## config.mk

```make
export PLATFORM = sky130hd
export DESIGN_NAME = button_debounce_click_classifier_unit
export DESIGN_NICKNAME = d
export VERILOG_FILES = /design/src/bdc_pkg.sv /design/src/bdc_front.sv /design/src/bdc_queue.sv /design/src/bdc_back.sv /design/src/button_debounce_click_classifier_unit.sv
export SDC_FILE = /design/constraint.sdc
export NUM_CORES = 1
export LEC_CHECK = 0
export BUFFER_PORTS_ARGS = -buffer_cell sky130_fd_sc_hd__buf_2
export CAP_MARGIN = 30
export CORE_ASPECT_RATIO = 1.2
export CORE_MARGIN = 1.5
export CORE_UTILIZATION = 58
export CTS_CLUSTER_SIZE = 14
export DETAILED_ROUTE_END_ITERATION = 6
export PLACE_DENSITY = 0.85
export SLEW_MARGIN = 20
export SYNTH_ARGS = -nofsm -noshare
export SYNTH_HDL_FRONTEND = slang
export SYNTH_HIERARCHICAL = 1
export SYNTH_SLANG_ARGS = --single-unit
```

## constraint.sdc

```tcl
create_clock -name i_clk -period 5.81 [get_ports i_clk]
set_input_delay 0.581 -clock i_clk [delete_from_list [all_inputs] [get_ports i_clk]]
set_output_delay 0.581 -clock i_clk [all_outputs]
set_load 0.005 [all_outputs]
```

## src/bdc_pkg.sv

```systemverilog
// shared types, codes and sizes of the button debounce and click classifier
package bdc_pkg;

    localparam int BUTTON_COUNT     = 3;
    localparam int TICK_COUNT_WIDTH = 16;
    localparam int RESULT_LIMIT     = 3;
    localparam int QUEUE_DEPTH      = 2;

    localparam int SLOT_IDX_W = $clog2(RESULT_LIMIT);
    localparam int SLOT_CNT_W = $clog2(RESULT_LIMIT + 1);
    localparam int QPTR_W     = $clog2(QUEUE_DEPTH);
    localparam int QCNT_W     = $clog2(QUEUE_DEPTH + 1);

    localparam int CFG_IDX_W  = 3;
    localparam int CFG_DATA_W = 16;
    localparam int DEB_W      = 4;
    localparam int THR_W      = 16;
    localparam int BTN_ID_W   = 2;
    localparam int KIND_W     = 3;
    localparam int HOLD_W     = 2;

    // register indexes
    localparam logic [CFG_IDX_W-1:0] REG_DEBOUNCE_SAMPLES = 3'd0;
    localparam logic [CFG_IDX_W-1:0] REG_LONG_CLICK_TICKS = 3'd1;
    localparam logic [CFG_IDX_W-1:0] REG_HOLD_SHORT_TICKS = 3'd2;
    localparam logic [CFG_IDX_W-1:0] REG_HOLD_LONG_TICKS  = 3'd3;
    localparam logic [CFG_IDX_W-1:0] REG_ABORT_TICKS      = 3'd4;

    localparam logic [DEB_W-1:0] RST_DEBOUNCE_SAMPLES = 4'd4;
    localparam logic [THR_W-1:0] RST_LONG_CLICK_TICKS = 16'd50;
    localparam logic [THR_W-1:0] RST_HOLD_SHORT_TICKS = 16'd200;
    localparam logic [THR_W-1:0] RST_HOLD_LONG_TICKS  = 16'd1000;
    localparam logic [THR_W-1:0] RST_ABORT_TICKS      = 16'd3000;

    // event kinds
    localparam logic [KIND_W-1:0] KIND_SHORT         = 3'd0;
    localparam logic [KIND_W-1:0] KIND_LONG          = 3'd1;
    localparam logic [KIND_W-1:0] KIND_HOLD_RELEASED = 3'd2;
    localparam logic [KIND_W-1:0] KIND_HOLD_FIRST    = 3'd3;
    localparam logic [KIND_W-1:0] KIND_HOLD_SECOND   = 3'd4;

    // hold progress per button
    localparam logic [HOLD_W-1:0] HOLD_NONE   = 2'd0;
    localparam logic [HOLD_W-1:0] HOLD_FIRST  = 2'd1;
    localparam logic [HOLD_W-1:0] HOLD_SECOND = 2'd2;

    typedef struct packed {
        logic command;
        logic local_pressed;
        logic remote_button;
        logic remote_pressed;
    } t_in_item;

    typedef struct packed {
        logic [BTN_ID_W-1:0] button_id;
        logic [KIND_W-1:0]   event_kind;
        logic                last_event;
    } t_out_item;

    // all events caused by one input item, last one flagged
    typedef t_out_item [RESULT_LIMIT-1:0] t_rec;

    typedef struct packed {
        logic                  we;
        logic [CFG_IDX_W-1:0]  idx;
        logic [CFG_DATA_W-1:0] data;
    } t_cfg_wr;

endpackage

```

## src/bdc_front.sv

```systemverilog
// front end: config registers, debounce, per-button press state and event building
module bdc_front (
    input  logic             i_clk,
    input  logic             i_rst_n,
    input  bdc_pkg::t_cfg_wr i_cfg,
    input  logic             i_valid,
    input  bdc_pkg::t_in_item i_item,
    output logic             o_stall,
    input  logic             i_full,
    output logic             o_push,
    output bdc_pkg::t_rec    o_rec
);

    logic [bdc_pkg::DEB_W-1:0] r_cfg_ds;
    logic [bdc_pkg::THR_W-1:0] r_cfg_lc;
    logic [bdc_pkg::THR_W-1:0] r_cfg_hs;
    logic [bdc_pkg::THR_W-1:0] r_cfg_hl;
    logic [bdc_pkg::THR_W-1:0] r_cfg_ab;

    logic [bdc_pkg::DEB_W-1:0] r_db_cnt, n_db_cnt;
    logic                      r_stable, n_stable;
    logic [bdc_pkg::BUTTON_COUNT-1:0] r_level, n_level;
    logic [bdc_pkg::BUTTON_COUNT-1:0] r_active, n_active;
    logic [bdc_pkg::HOLD_W-1:0] r_hold [bdc_pkg::BUTTON_COUNT];
    logic [bdc_pkg::HOLD_W-1:0] n_hold [bdc_pkg::BUTTON_COUNT];
    logic [bdc_pkg::TICK_COUNT_WIDTH-1:0] r_ticks [bdc_pkg::BUTTON_COUNT];
    logic [bdc_pkg::TICK_COUNT_WIDTH-1:0] n_ticks [bdc_pkg::BUTTON_COUNT];

    logic                           accept;
    logic [bdc_pkg::SLOT_CNT_W-1:0] ev_count;
    bdc_pkg::t_rec                  rec;

    assign o_stall = i_full;
    assign accept  = i_valid && !i_full;

    always_comb begin
        logic [bdc_pkg::DEB_W-1:0]            v_cnt;
        logic [bdc_pkg::TICK_COUNT_WIDTH-1:0] v_t;
        logic [bdc_pkg::BUTTON_COUNT-1:0]     v_ev;
        logic [bdc_pkg::KIND_W-1:0]           v_kind [bdc_pkg::BUTTON_COUNT];
        logic [bdc_pkg::SLOT_CNT_W-1:0]       v_n;

        n_db_cnt = r_db_cnt;
        n_stable = r_stable;
        n_level  = r_level;
        n_active = r_active;
        n_hold   = r_hold;
        n_ticks  = r_ticks;
        v_cnt    = '0;
        v_t      = '0;
        v_ev     = '0;
        v_n      = '0;
        rec      = '0;

        if (!i_item.command) begin
            for (int b = 0; b < bdc_pkg::BUTTON_COUNT; b++) begin
                if (r_active[b] && !(&r_ticks[b])) begin
                    n_ticks[b] = r_ticks[b] + 1'b1;
                end
            end
            // a bounce back to the stable level leaves the count as it is
            if (i_item.local_pressed != r_stable) begin
                if (r_db_cnt == '0) begin
                    n_db_cnt = bdc_pkg::DEB_W'(1);
                end else begin
                    v_cnt = r_db_cnt + 1'b1;
                    if (v_cnt >= r_cfg_ds) begin
                        n_stable   = i_item.local_pressed;
                        n_level[0] = i_item.local_pressed;
                        n_db_cnt   = '0;
                    end else begin
                        n_db_cnt = v_cnt;
                    end
                end
            end
        end else begin
            for (int b = 0; b < bdc_pkg::BUTTON_COUNT; b++) begin
                if (b == int'(i_item.remote_button) + 1) begin
                    n_level[b] = i_item.remote_pressed;
                end
            end
        end

        for (int b = 0; b < bdc_pkg::BUTTON_COUNT; b++) begin
            v_t       = n_ticks[b];
            v_kind[b] = bdc_pkg::KIND_SHORT;
            if (n_level[b] && n_active[b]) begin
                // at most one hold step per evaluation
                case (n_hold[b])
                    bdc_pkg::HOLD_NONE: begin
                        if (v_t >= r_cfg_hs) begin
                            v_ev[b]   = 1'b1;
                            v_kind[b] = bdc_pkg::KIND_HOLD_FIRST;
                            n_hold[b] = bdc_pkg::HOLD_FIRST;
                        end
                    end
                    bdc_pkg::HOLD_FIRST: begin
                        if (v_t >= r_cfg_hl) begin
                            v_ev[b]   = 1'b1;
                            v_kind[b] = bdc_pkg::KIND_HOLD_SECOND;
                            n_hold[b] = bdc_pkg::HOLD_SECOND;
                        end
                    end
                    default: begin
                        // abort drops the press without an event
                        if (v_t >= r_cfg_ab) begin
                            n_level[b]  = 1'b0;
                            n_active[b] = 1'b0;
                        end
                    end
                endcase
            end
            if (!n_level[b] && n_active[b]) begin
                v_ev[b] = 1'b1;
                if (v_t < r_cfg_lc) begin
                    v_kind[b] = bdc_pkg::KIND_SHORT;
                end else if (v_t < r_cfg_hs) begin
                    v_kind[b] = bdc_pkg::KIND_LONG;
                end else begin
                    v_kind[b] = bdc_pkg::KIND_HOLD_RELEASED;
                end
                n_active[b] = 1'b0;
            end
            if (n_level[b] && !n_active[b]) begin
                n_active[b] = 1'b1;
                n_ticks[b]  = '0;
                n_hold[b]   = bdc_pkg::HOLD_NONE;
            end
        end

        // pack events into slots in button order
        for (int b = 0; b < bdc_pkg::BUTTON_COUNT; b++) begin
            if (v_ev[b] && v_n < bdc_pkg::SLOT_CNT_W'(bdc_pkg::RESULT_LIMIT)) begin
                rec[v_n[bdc_pkg::SLOT_IDX_W-1:0]].button_id  = bdc_pkg::BTN_ID_W'(b);
                rec[v_n[bdc_pkg::SLOT_IDX_W-1:0]].event_kind = v_kind[b];
                v_n = v_n + 1'b1;
            end
        end
        for (int s = 0; s < bdc_pkg::RESULT_LIMIT; s++) begin
            rec[s].last_event = (bdc_pkg::SLOT_CNT_W'(s) + 1'b1 == v_n);
        end
        ev_count = v_n;
    end

    assign o_push = accept && (ev_count != '0);
    assign o_rec  = rec;

    always_ff @(posedge i_clk) begin
        if (!i_rst_n) begin
            r_cfg_ds <= bdc_pkg::RST_DEBOUNCE_SAMPLES;
            r_cfg_lc <= bdc_pkg::RST_LONG_CLICK_TICKS;
            r_cfg_hs <= bdc_pkg::RST_HOLD_SHORT_TICKS;
            r_cfg_hl <= bdc_pkg::RST_HOLD_LONG_TICKS;
            r_cfg_ab <= bdc_pkg::RST_ABORT_TICKS;
        end else if (i_cfg.we) begin
            unique case (i_cfg.idx)
                bdc_pkg::REG_DEBOUNCE_SAMPLES: r_cfg_ds <= i_cfg.data[bdc_pkg::DEB_W-1:0];
                bdc_pkg::REG_LONG_CLICK_TICKS: r_cfg_lc <= i_cfg.data[bdc_pkg::THR_W-1:0];
                bdc_pkg::REG_HOLD_SHORT_TICKS: r_cfg_hs <= i_cfg.data[bdc_pkg::THR_W-1:0];
                bdc_pkg::REG_HOLD_LONG_TICKS:  r_cfg_hl <= i_cfg.data[bdc_pkg::THR_W-1:0];
                bdc_pkg::REG_ABORT_TICKS:      r_cfg_ab <= i_cfg.data[bdc_pkg::THR_W-1:0];
                default: ;
            endcase
        end
    end

    always_ff @(posedge i_clk) begin
        if (!i_rst_n) begin
            r_db_cnt <= '0;
            r_stable <= 1'b0;
            r_level  <= '0;
            r_active <= '0;
            for (int b = 0; b < bdc_pkg::BUTTON_COUNT; b++) begin
                r_hold[b]  <= bdc_pkg::HOLD_NONE;
                r_ticks[b] <= '0;
            end
        end else if (accept) begin
            r_db_cnt <= n_db_cnt;
            r_stable <= n_stable;
            r_level  <= n_level;
            r_active <= n_active;
            r_hold   <= n_hold;
            r_ticks  <= n_ticks;
        end
    end

endmodule

```

## src/bdc_queue.sv

```systemverilog
// short queue of per-item event records between front and back
module bdc_queue (
    input  logic          i_clk,
    input  logic          i_rst_n,
    input  logic          i_push,
    input  bdc_pkg::t_rec i_rec,
    output logic          o_full,
    input  logic          i_pop,
    output logic          o_avail,
    output bdc_pkg::t_rec o_rec
);

    localparam logic [bdc_pkg::QPTR_W-1:0] PTR_LAST = bdc_pkg::QPTR_W'(bdc_pkg::QUEUE_DEPTH - 1);

    bdc_pkg::t_rec               r_mem [bdc_pkg::QUEUE_DEPTH];
    logic [bdc_pkg::QPTR_W-1:0]  r_wr_ptr;
    logic [bdc_pkg::QPTR_W-1:0]  r_rd_ptr;
    logic [bdc_pkg::QCNT_W-1:0]  r_count;

    assign o_full  = (r_count == bdc_pkg::QCNT_W'(bdc_pkg::QUEUE_DEPTH));
    assign o_avail = (r_count != '0);
    assign o_rec   = r_mem[r_rd_ptr];

    always_ff @(posedge i_clk) begin
        if (i_push) begin
            r_mem[r_wr_ptr] <= i_rec;
        end
    end

    always_ff @(posedge i_clk) begin
        if (!i_rst_n) begin
            r_wr_ptr <= '0;
            r_rd_ptr <= '0;
            r_count  <= '0;
        end else begin
            if (i_push) begin
                r_wr_ptr <= (r_wr_ptr == PTR_LAST) ? '0 : r_wr_ptr + 1'b1;
            end
            if (i_pop) begin
                r_rd_ptr <= (r_rd_ptr == PTR_LAST) ? '0 : r_rd_ptr + 1'b1;
            end
            case ({i_push, i_pop})
                2'b10:   r_count <= r_count + 1'b1;
                2'b01:   r_count <= r_count - 1'b1;
                default: ;
            endcase
        end
    end

endmodule

```

## src/bdc_back.sv

```systemverilog
// back end: unpacks one record into result beats through the output register
module bdc_back (
    input  logic              i_clk,
    input  logic              i_rst_n,
    input  logic              i_avail,
    input  bdc_pkg::t_rec     i_rec,
    output logic              o_pop,
    output logic              o_valid,
    input  logic              i_stall,
    output bdc_pkg::t_out_item o_data
);

    logic                           r_busy;
    logic [bdc_pkg::SLOT_IDX_W-1:0] r_idx;
    bdc_pkg::t_rec                  r_rec;
    logic                           done;
    logic                           load;

    assign o_valid = r_busy;
    assign o_data  = r_rec[r_idx];
    assign done    = r_busy && !i_stall && r_rec[r_idx].last_event;
    // next record moves up in the cycle the last beat leaves
    assign load    = i_avail && (!r_busy || done);
    assign o_pop   = load;

    always_ff @(posedge i_clk) begin
        if (load) begin
            r_rec <= i_rec;
        end
    end

    always_ff @(posedge i_clk) begin
        if (!i_rst_n) begin
            r_busy <= 1'b0;
            r_idx  <= '0;
        end else if (load) begin
            r_busy <= 1'b1;
            r_idx  <= '0;
        end else if (done) begin
            r_busy <= 1'b0;
        end else if (r_busy && !i_stall) begin
            r_idx <= r_idx + 1'b1;
        end
    end

endmodule

```

## src/button_debounce_click_classifier_unit.sv

```systemverilog
// top level of the button debounce and click classifier
//
//  channel | direction | handshake                 | payload
//  in      | input     | i_in_valid / o_in_stall   | i_in_data  (bdc_pkg::t_in_item)
//  out     | output    | o_out_valid / i_out_stall | o_out_data (bdc_pkg::t_out_item)
//  cfg     | input     | i_cfg_we                  | i_cfg_idx, i_cfg_data
//
// an input item is taken every cycle while the record queue has room; its state update
// and event building finish in the cycle it is taken
// the output register sends one event per cycle while i_out_stall is low
// the two-entry record queue fills when the output is stalled, and o_in_stall follows it
// reset is synchronous; there is no clearing pass
module button_debounce_click_classifier_unit (
    input  logic               i_clk,
    input  logic               i_rst_n,
    input  logic               i_in_valid,
    output logic               o_in_stall,
    input  bdc_pkg::t_in_item  i_in_data,
    output logic               o_out_valid,
    input  logic               i_out_stall,
    output bdc_pkg::t_out_item o_out_data,
    input  logic               i_cfg_we,
    input  logic [bdc_pkg::CFG_IDX_W-1:0]  i_cfg_idx,
    input  logic [bdc_pkg::CFG_DATA_W-1:0] i_cfg_data
);

    bdc_pkg::t_cfg_wr cfg;
    logic             q_full;
    logic             q_push;
    logic             q_avail;
    logic             q_pop;
    bdc_pkg::t_rec    front_rec;
    bdc_pkg::t_rec    queue_rec;

    assign cfg.we   = i_cfg_we;
    assign cfg.idx  = i_cfg_idx;
    assign cfg.data = i_cfg_data;

    bdc_front u_front (
        .i_clk   (i_clk),
        .i_rst_n (i_rst_n),
        .i_cfg   (cfg),
        .i_valid (i_in_valid),
        .i_item  (i_in_data),
        .o_stall (o_in_stall),
        .i_full  (q_full),
        .o_push  (q_push),
        .o_rec   (front_rec)
    );

    bdc_queue u_queue (
        .i_clk   (i_clk),
        .i_rst_n (i_rst_n),
        .i_push  (q_push),
        .i_rec   (front_rec),
        .o_full  (q_full),
        .i_pop   (q_pop),
        .o_avail (q_avail),
        .o_rec   (queue_rec)
    );

    bdc_back u_back (
        .i_clk   (i_clk),
        .i_rst_n (i_rst_n),
        .i_avail (q_avail),
        .i_rec   (queue_rec),
        .o_pop   (q_pop),
        .o_valid (o_out_valid),
        .i_stall (i_out_stall),
        .o_data  (o_out_data)
    );

endmodule

```

Word level (Yosys, flattened, before mapping)
Memory sizes are Yosys's and may differ from the RTL's. A register that Yosys moved wholly into a read port is not among the register bits.
Cells that the tools add are included.
- add/subtract/negate cells: 12
- $lt $le $gt $ge: 23
- equality and inequality tests: 22
- mux-type cells: 119
- bitwise gates (word level): 4
- reduce and logical (&&, ||, !) cells: 68
- operators with widths (kind ; number):
    greater-or-equal comparator 16 bit ; 9
    < comparator 16 bit ; 6
    two-way mux 16 bit ; 6
    bitwise mux 18 bit ; 4
    two-way mux 1 bit ; 50
    adder 16 x 1 -> 16 bit (second input constant) ; 3
    demux 6 bit (select 2 bit) ; 4
    two-way mux 48 bit ; 1
    AND reduction 16 bit ; 3
    two-way mux 2 bit ; 21
    two-way mux 3 bit ; 13
    two-way mux 18 bit ; 2
    == test 2 x 32 -> 1 bit (first input constant) ; 1
    == test 3 x 32 -> 1 bit (first input constant) ; 1
    zero test 32 bit ; 1
    logical AND 1 bit ; 21
    AND reduction 5 bit ; 4
    two-way mux 6 bit ; 3
    inequality test 3 x 1 -> 1 bit (second input constant) ; 6
    case mux 3 bit (2 select lines) ; 3
    two-way mux 4 bit ; 4
    case mux 2 bit (2 select lines) ; 4
    nonzero test 2 bit ; 7
    binary-select mux 6 bit (select 2 bit) ; 1
    31 further kinds ; 70
- bits in registers: 140
- bits in writable memories: 36
- bits of input ports: 28
- word-level logic and storage cells: 269
- memories kept: 1
- memories (memory ; words ; width ; read ports ; clocked after Yosys merged registers in ; wr ports ; RTL line ; source):
    u_queue.r_mem ; 2 ; 18 ; 1 ; 1 ; 1 ; bdc_queue.sv:15 ; bdc_pkg::t_rec r_mem [bdc_pkg::QUEUE_DEPTH];

Logic depth before layout (Yosys ltp)
- word-level depth: 23
- gate-level depth with buffers: 23

Modules after synthesis
The synthesis kept the hierarchy.
- by module, submodules not included (module ; times used ; cells an instance ; area an instance (µm²) ; seq. area each (µm²)):
    bdc_front ; 1 ; 1359 ; 10799.1 ; 2602.5
    bdc_queue ; 1 ; 78 ; 1515.2 ; 1181.1
    bdc_back ; 1 ; 58 ; 870.8 ; 600.6

Least setup slack after synthesis
No wires, ideal clock.
- kind: input port to flip-flop
- from: in i_in_data[3] (netlist name)
- to: mem u_queue/r_mem[0][0] (netlist name) (enable)
- arrival: 5302 ps
- required time: 5416 ps
- path slack: 114 ps
- stages: 18
- cells stage by stage: buf_2 > nand2b_1 > nor3_1 > nand2_1 > xnor2_1 > ha_1 > and3_1 > a221oi_1 > o21ai_0 > a211oi_1 > a21oi_1 > o311ai_2 > inv_1 > ha_1 > nor2b_1 > a311oi_1 > inv_1 > nor2_1
- cells in the longest elaborated chain, start to end: 19
- elaborated cells on any way between the ends: 67
- those cells by class: 2 x add/sub; 11 x order compare; 41 x mux; 13 x reduce/logical
- RTL lines (item ; RTL line ; source):
    from (decl) ; button_debounce_click_classifier_unit.sv:18 ; input bdc_pkg::t_in_item i_in_data,
    two-way mux 48 bit ; bdc_front.sv:55 ; if (!i_item.command) begin
    greater-or-equal comparator 16 bit ; bdc_front.sv:106 ; if (v_t >= r_cfg_ab) begin
    two-way mux 1 bit ; bdc_front.sv:106 ;
    two-way mux 1 bit ; bdc_front.sv:89 ; case (n_hold[b])
    two-way mux 1 bit ; bdc_front.sv:87 ; if (n_level[b] && n_active[b]) begin
    zero test 1 bit ; bdc_front.sv:113 ; if (!n_level[b] && n_active[b]) begin
    logical AND 1 bit ; bdc_front.sv:113 ;
    two-way mux 1 bit ; bdc_front.sv:113 ;
    [4 not listed] ; -- ;
    < comparator 2 bit ; bdc_front.sv:133 ; if (v_ev[b] && v_n < bdc_pkg::SLOT_CNT_W'(bdc_pkg::RESULT_LIMIT)) begin
    logical AND 1 bit ; bdc_front.sv:133 ;
    two-way mux 2 bit (*) ; bdc_front.sv:133 ;
    nonzero test 2 bit (*) ; bdc_front.sv:145 ; assign o_push = accept && (ev_count != '0);
    logical AND 1 bit (*) ; bdc_front.sv:145 ;
    named net q_push ; button_debounce_click_classifier_unit.sv:29 ; logic q_push;
    two-way mux 1 bit (*) ; bdc_queue.sv:25 ; if (i_push) begin
    two-way mux 1 bit (implied by the code) (*) ; bdc_queue.sv:26 ; r_mem[r_wr_ptr] <= i_rec;
    to (decl) ; bdc_queue.sv:15 ;
The timed path passes the listed nets; every way through them passes the cells marked *.

Worst setup path after layout
- from: reg u_front/r_ticks[0] (netlist name)
- to: reg u_queue/r_count[1] (netlist name)
- cells in the longest elaborated chain, start to end: 18
- elaborated cells on any way between the ends: 30
- those cells by class: 1 x add/sub; 3 x order compare; 2 x eq/ne; 15 x mux; 9 x reduce/logical
- RTL lines (item ; RTL line ; source):
    from (decl) ; bdc_front.sv:26 ; logic [bdc_pkg::TICK_COUNT_WIDTH-1:0] r_ticks [bdc_pkg::BUTTON_COUNT];
    from (signal assigned) ; bdc_front.sv:183 ; r_ticks <= n_ticks;
    branches (longest 4 deep; another with adder 16 x 1 -> 16 bit) ; -- ;
    two-way mux 48 bit (*) ; bdc_front.sv:55 ;
    greater-or-equal comparator 16 bit ; bdc_front.sv:106 ;
    two-way mux 1 bit ; bdc_front.sv:106 ;
    two-way mux 1 bit ; bdc_front.sv:89 ;
    two-way mux 1 bit ; bdc_front.sv:87 ;
    zero test 1 bit ; bdc_front.sv:113 ;
    logical AND 1 bit ; bdc_front.sv:113 ;
    two-way mux 1 bit (*) ; bdc_front.sv:113 ;
    logical AND 1 bit (*) ; bdc_front.sv:133 ;
    two-way mux 2 bit (*) ; bdc_front.sv:133 ;
    nonzero test 2 bit (*) ; bdc_front.sv:145 ;
    logical AND 1 bit (*) ; bdc_front.sv:145 ;
    named net q_push ; button_debounce_click_classifier_unit.sv:29 ;
    == test 2 x 1 -> 1 bit or == test 2 bit (tied branches) ; bdc_queue.sv:42 ; case ({i_push, i_pop})
    case mux 2 bit (2 select lines) or nonzero test 2 bit (tied branches) ; -- ;
    to (signal assigned) ; bdc_queue.sv:43 ; 2'b10: r_count <= r_count + 1'b1;
    to (signal assigned) ; bdc_queue.sv:44 ; 2'b01: r_count <= r_count - 1'b1;
    to (decl) ; bdc_queue.sv:18 ; logic [bdc_pkg::QCNT_W-1:0] r_count;
Mark *: on every way through the listed nets, which the timed path passes.
A chain may end at the register's enable or synchronous reset.

==> results_dict.tcl <==
set metrics [dict create \
    synth_top_area_share_pct 21.0 \
    gr-max-usage-layer "met2" \
    grt_overflow_total 0 \
    rsz0062_at_grt "no" \
    initialDrtViolationCount 1156 \
    rows 60 \
    synth_edf_count 54 \
    area.growth.synth_to_final_pct 11.6 \
    grt_max_degree 84 \
    fmax_mhz 180 \
    ios 36 \
    post-route-util_pct 65.8 \
    vias_per_cell 6.42 \
    slowest_delay_ps 560 \
    synth_seq_area_share_pct 33.3 \
    layout_common_cells "202 x ha_1, 188 x nand2_1, 137 x a21oi_1, 137 x dfxtp_1, 90 x nor2_1" \
    grt_pass1_wl_mm 62.7 \
    die_h_um 168 \
    slowest_stage "or4b_1" \
    grt_use_met2_pct 56.3 \
    layout_commonest_cell "ha_1" \
    wire_per_inst_um 21.5 \
    final.period_utilization_pct 95.4 \
    critPathCaptureType "flip-flop" \
    yosysWarnings 6 \
    setup_viol 0 \
    core_area_mm2 0.0224 \
    cts_tree "done" \
    grt_use_met3_pct 6.54 \
    clock-sinks 192 \
    worstSetupStartpointType "flip-flop" \
    initial_core_util_pct 58.9 \
    syn-num-nets 1726 \
    antenna_left 0 \
    clock-root-buffer "clkbuf_16" \
    dr.pass1.iters 7 \
    finClkSkew_ps 14.3 \
    worstSkewPairLatency_ps 440 \
    grt_usage_pct 34.3 \
    numPortBuffers 35 \
    synth.area.top_cells "dfxtp_1 21%, ha_1 19%, edfxtp_1 12%, nand2_1 5.4%, a21oi_1 5.2%" \
    hold_path_class "in2reg" \
    post-route-min-period_ps 5540 \
    crit_buf_inv 2 \
    cts_made_buffers 17 \
    crit_fanout 8 \
    cpLargestDelayFamily "simple AND/OR/NAND/NOR gates" \
    syn_area_mm2 0.0132 \
    nets 1801 \
    vias 11900 \
    setup_tns_ps 0 \
    place_congestion 1.01 \
    violations "DRC" \
    worst_slew_pin_slew_ps 923 \
    max-slew-margin-rel_pct 38.5 \
    place_hpwl_mm 30.5 \
    num-fill-cells 1789 \
    netlist_instances 1495 \
    antenna_cells 0 \
    cts_buffer_depth 2 \
    grt_pass1_vias 11700 \
    maxCapViolations 0 \
    grt_antenna_before_repair 0 \
    die_area_mm2 0.0236 \
    h-tree-depth 4 \
    hold_violations 0 \
    cts_hold_repair.buffers 0 \
    crit_arrival_ps 5910 \
    finalMaxSlewViolations 0 \
    async_reset_ff_share_pct 0 \
    grtUsageMet1_pct 40.8 \
    synthDistinctLibCells 80 \
    crit_type "reg2reg" \
    routed_wl_mm 40.1 \
    critPathRequiredTime_ps 6170 \
    vdd_drop_max_uv 228 \
    syn_avg_cell_area_um2 8.82 \
    power.leakage_nw 6.43 \
    synth-main-ff-cell "dfxtp_1" \
    status "finished with violations" \
    drc 2 \
    yosys.area.top_type "dfxtp_1" \
    ys_seq_elements 192 \
    pwr_density_cell_mw_per_mm2 217 \
    drive_above_1_share_pct 13.1 \
    crit_path_cell_trace "ha_1, nand4_1, nor4_4, or4b_1, nor3_2, and4_1, xor2_1, ha_1, nand4_1, nor4_1, nand4_1, a211o_1, a31oi_1, buf_4, nor3_1, a311oi_2, inv_1, ha_1, or3_1, a21boi_1" \
    die_w_um 141 \
    cts.clk_slew.worst_paths_ps 80 \
]
stage by stage:
| step | setup WS, ps | total power, mW | instance area [µm²] | hold slack (ps) | std cells |
|---|---|---|---|---|---|
| floorplan | 114 | 1.89 | 13200 | 436 | 1495 |
| global placement | 274 | 2.04 | 14100 | 442 | 1829 |
| detailed placement | 112 | 2.07 | 14100 | 447 | 1829 |
| CTS | 146 | 3.19 | 14600 | 398 | 1861 |
| global route | 2.42 | 3.31 | 14700 | 408 | 1862 |
| finish | 266 | 3.19 | 14700 | 411 | 1862 |
cell type report:
cell class / count / area (µm²) / area share [%]
multi-input cells: 1166 / 8360 / 56.8
flip-flops and latches: 192 / 4390 / 29.8
repair buffers: 108 / 748 / 5.08
clock buffers: 20 / 458 / 3.11
well taps: 279 / 349 / 2.37
inverters: 85 / 319 / 2.17
clock inverters: 12 / 98.8 / 0.672
synth_stat cells (6+ instances only):
cell       number
a2111oi_0       6
a211oi_1        9
a21o_1         37
a21oi_1       137
a22oi_1        24
a31oi_1         9
a32o_1          8
and2_1         11
and3_1          8
and4_1         11
clkbuf_1       42
dfxtp_1       138
edfxtp_1       54
ha_1          203
inv_1          84
mux2_2         23
mux2i_1         8
nand2_1       188
nand2b_1       17
nand3_1        23
nand3b_1        7
nand4_1        39
nor2_1         91
nor2b_1        17
nor3_1         32
nor3b_1         6
nor4_1         10
o211ai_1       28
o21a_1          8
o21ai_0        62
or2_2          10
or3_1          13
or4_1           7
xnor2_1        31
xor2_1         20
report_power, final:
| part | internal [mW] | switching, mW |
|---|---|---|
| clock | 0.585 | 0.557 |
| sequential | 1.47 | 0.0591 |
| combinational | 0.200 | 0.322 |
flip-flops by register name (all words and copies together) (netlist names), named ones only:
signal	flops
u_back/o_valid	1
u_back/r_idx	2
u_back/r_rec	18
u_front/r_cfg_ab	16
u_front/r_cfg_ds	4
u_front/r_cfg_hl	16
u_front/r_cfg_hs	16
u_front/r_cfg_lc	16
u_front/r_db_cnt	4
u_front/r_hold	6
u_front/r_level	3
u_front/r_stable	1
u_front/r_ticks	48
u_queue/r_count	2
u_queue/r_mem	36
u_queue/r_rd_ptr	1
u_queue/r_wr_ptr	1
cell families (layout without fill, tap and decap cells):
logic type | Yosys count | in the layout | share of synthesized area, %
adders and majority gates | 203 | 203 | 19.3
and+or+nand+nor | 509 | 509 | 19.4
xor gates and xnor gates | 51 | 51 | 3.39
AOI/OAI and AO/OA | 371 | 371 | 18.0
other | 1 | 1 | 0.0284
muxes | 31 | 31 | 2.57
DFF | 192 | 192 | 33.3
buffers and inverters | 137 | 225 | 4.09
routing by layer:
| metal | vias to the layer above | routed length [µm] |
|---|---|---|
| li1 | 5626 | - |
| met1 | 5604 | 15900 |
| met2 | 541 | 18400 |
| met3 | 178 | 2890 |
| met4 | 0 | 2950 |
| met5 | - | 0 |
final timing paths:
kind	startpoint	endpoint	slack, ps	depth (start not counted)
max	u_front/r_ticks[0]	u_queue/r_count[1]	270	20
min	i_cfg_data[12]	u_front/r_cfg_lc[12]	410	3
max reg2reg	u_front/r_ticks[0]	u_queue/r_count[1]	270	20
min reg2reg	u_front/r_cfg_hs[10]	u_front/r_cfg_hs[10]	460	2
worst register-to-register path, cell delays in order (launching register included):
cell      delay, ps
dfxtp_1         390
ha_1            270
nand4_1         150
nor4_4           70
or4b_1          570
nor3_2          250
and4_1          300
xor2_1          110
ha_1            300
nand4_1         160
nor4_1          330
nand4_1         260
a211o_1         370
a31oi_1         460
buf_4           250
nor3_1           60
a311oi_2        230
inv_1           100
ha_1            340
or3_1           360
a21boi_1        150
timing repair:
| action | in CTS | in global routing |
|---|---|---|
| resized for setup | 0 | 18 |
| setup buffers | 0 | 1 |
| endpoints found under the hold margin | 0 | 0 |
| setup endpoints to repair | 0 | 45 |
(Power assumes the default switching activity.)
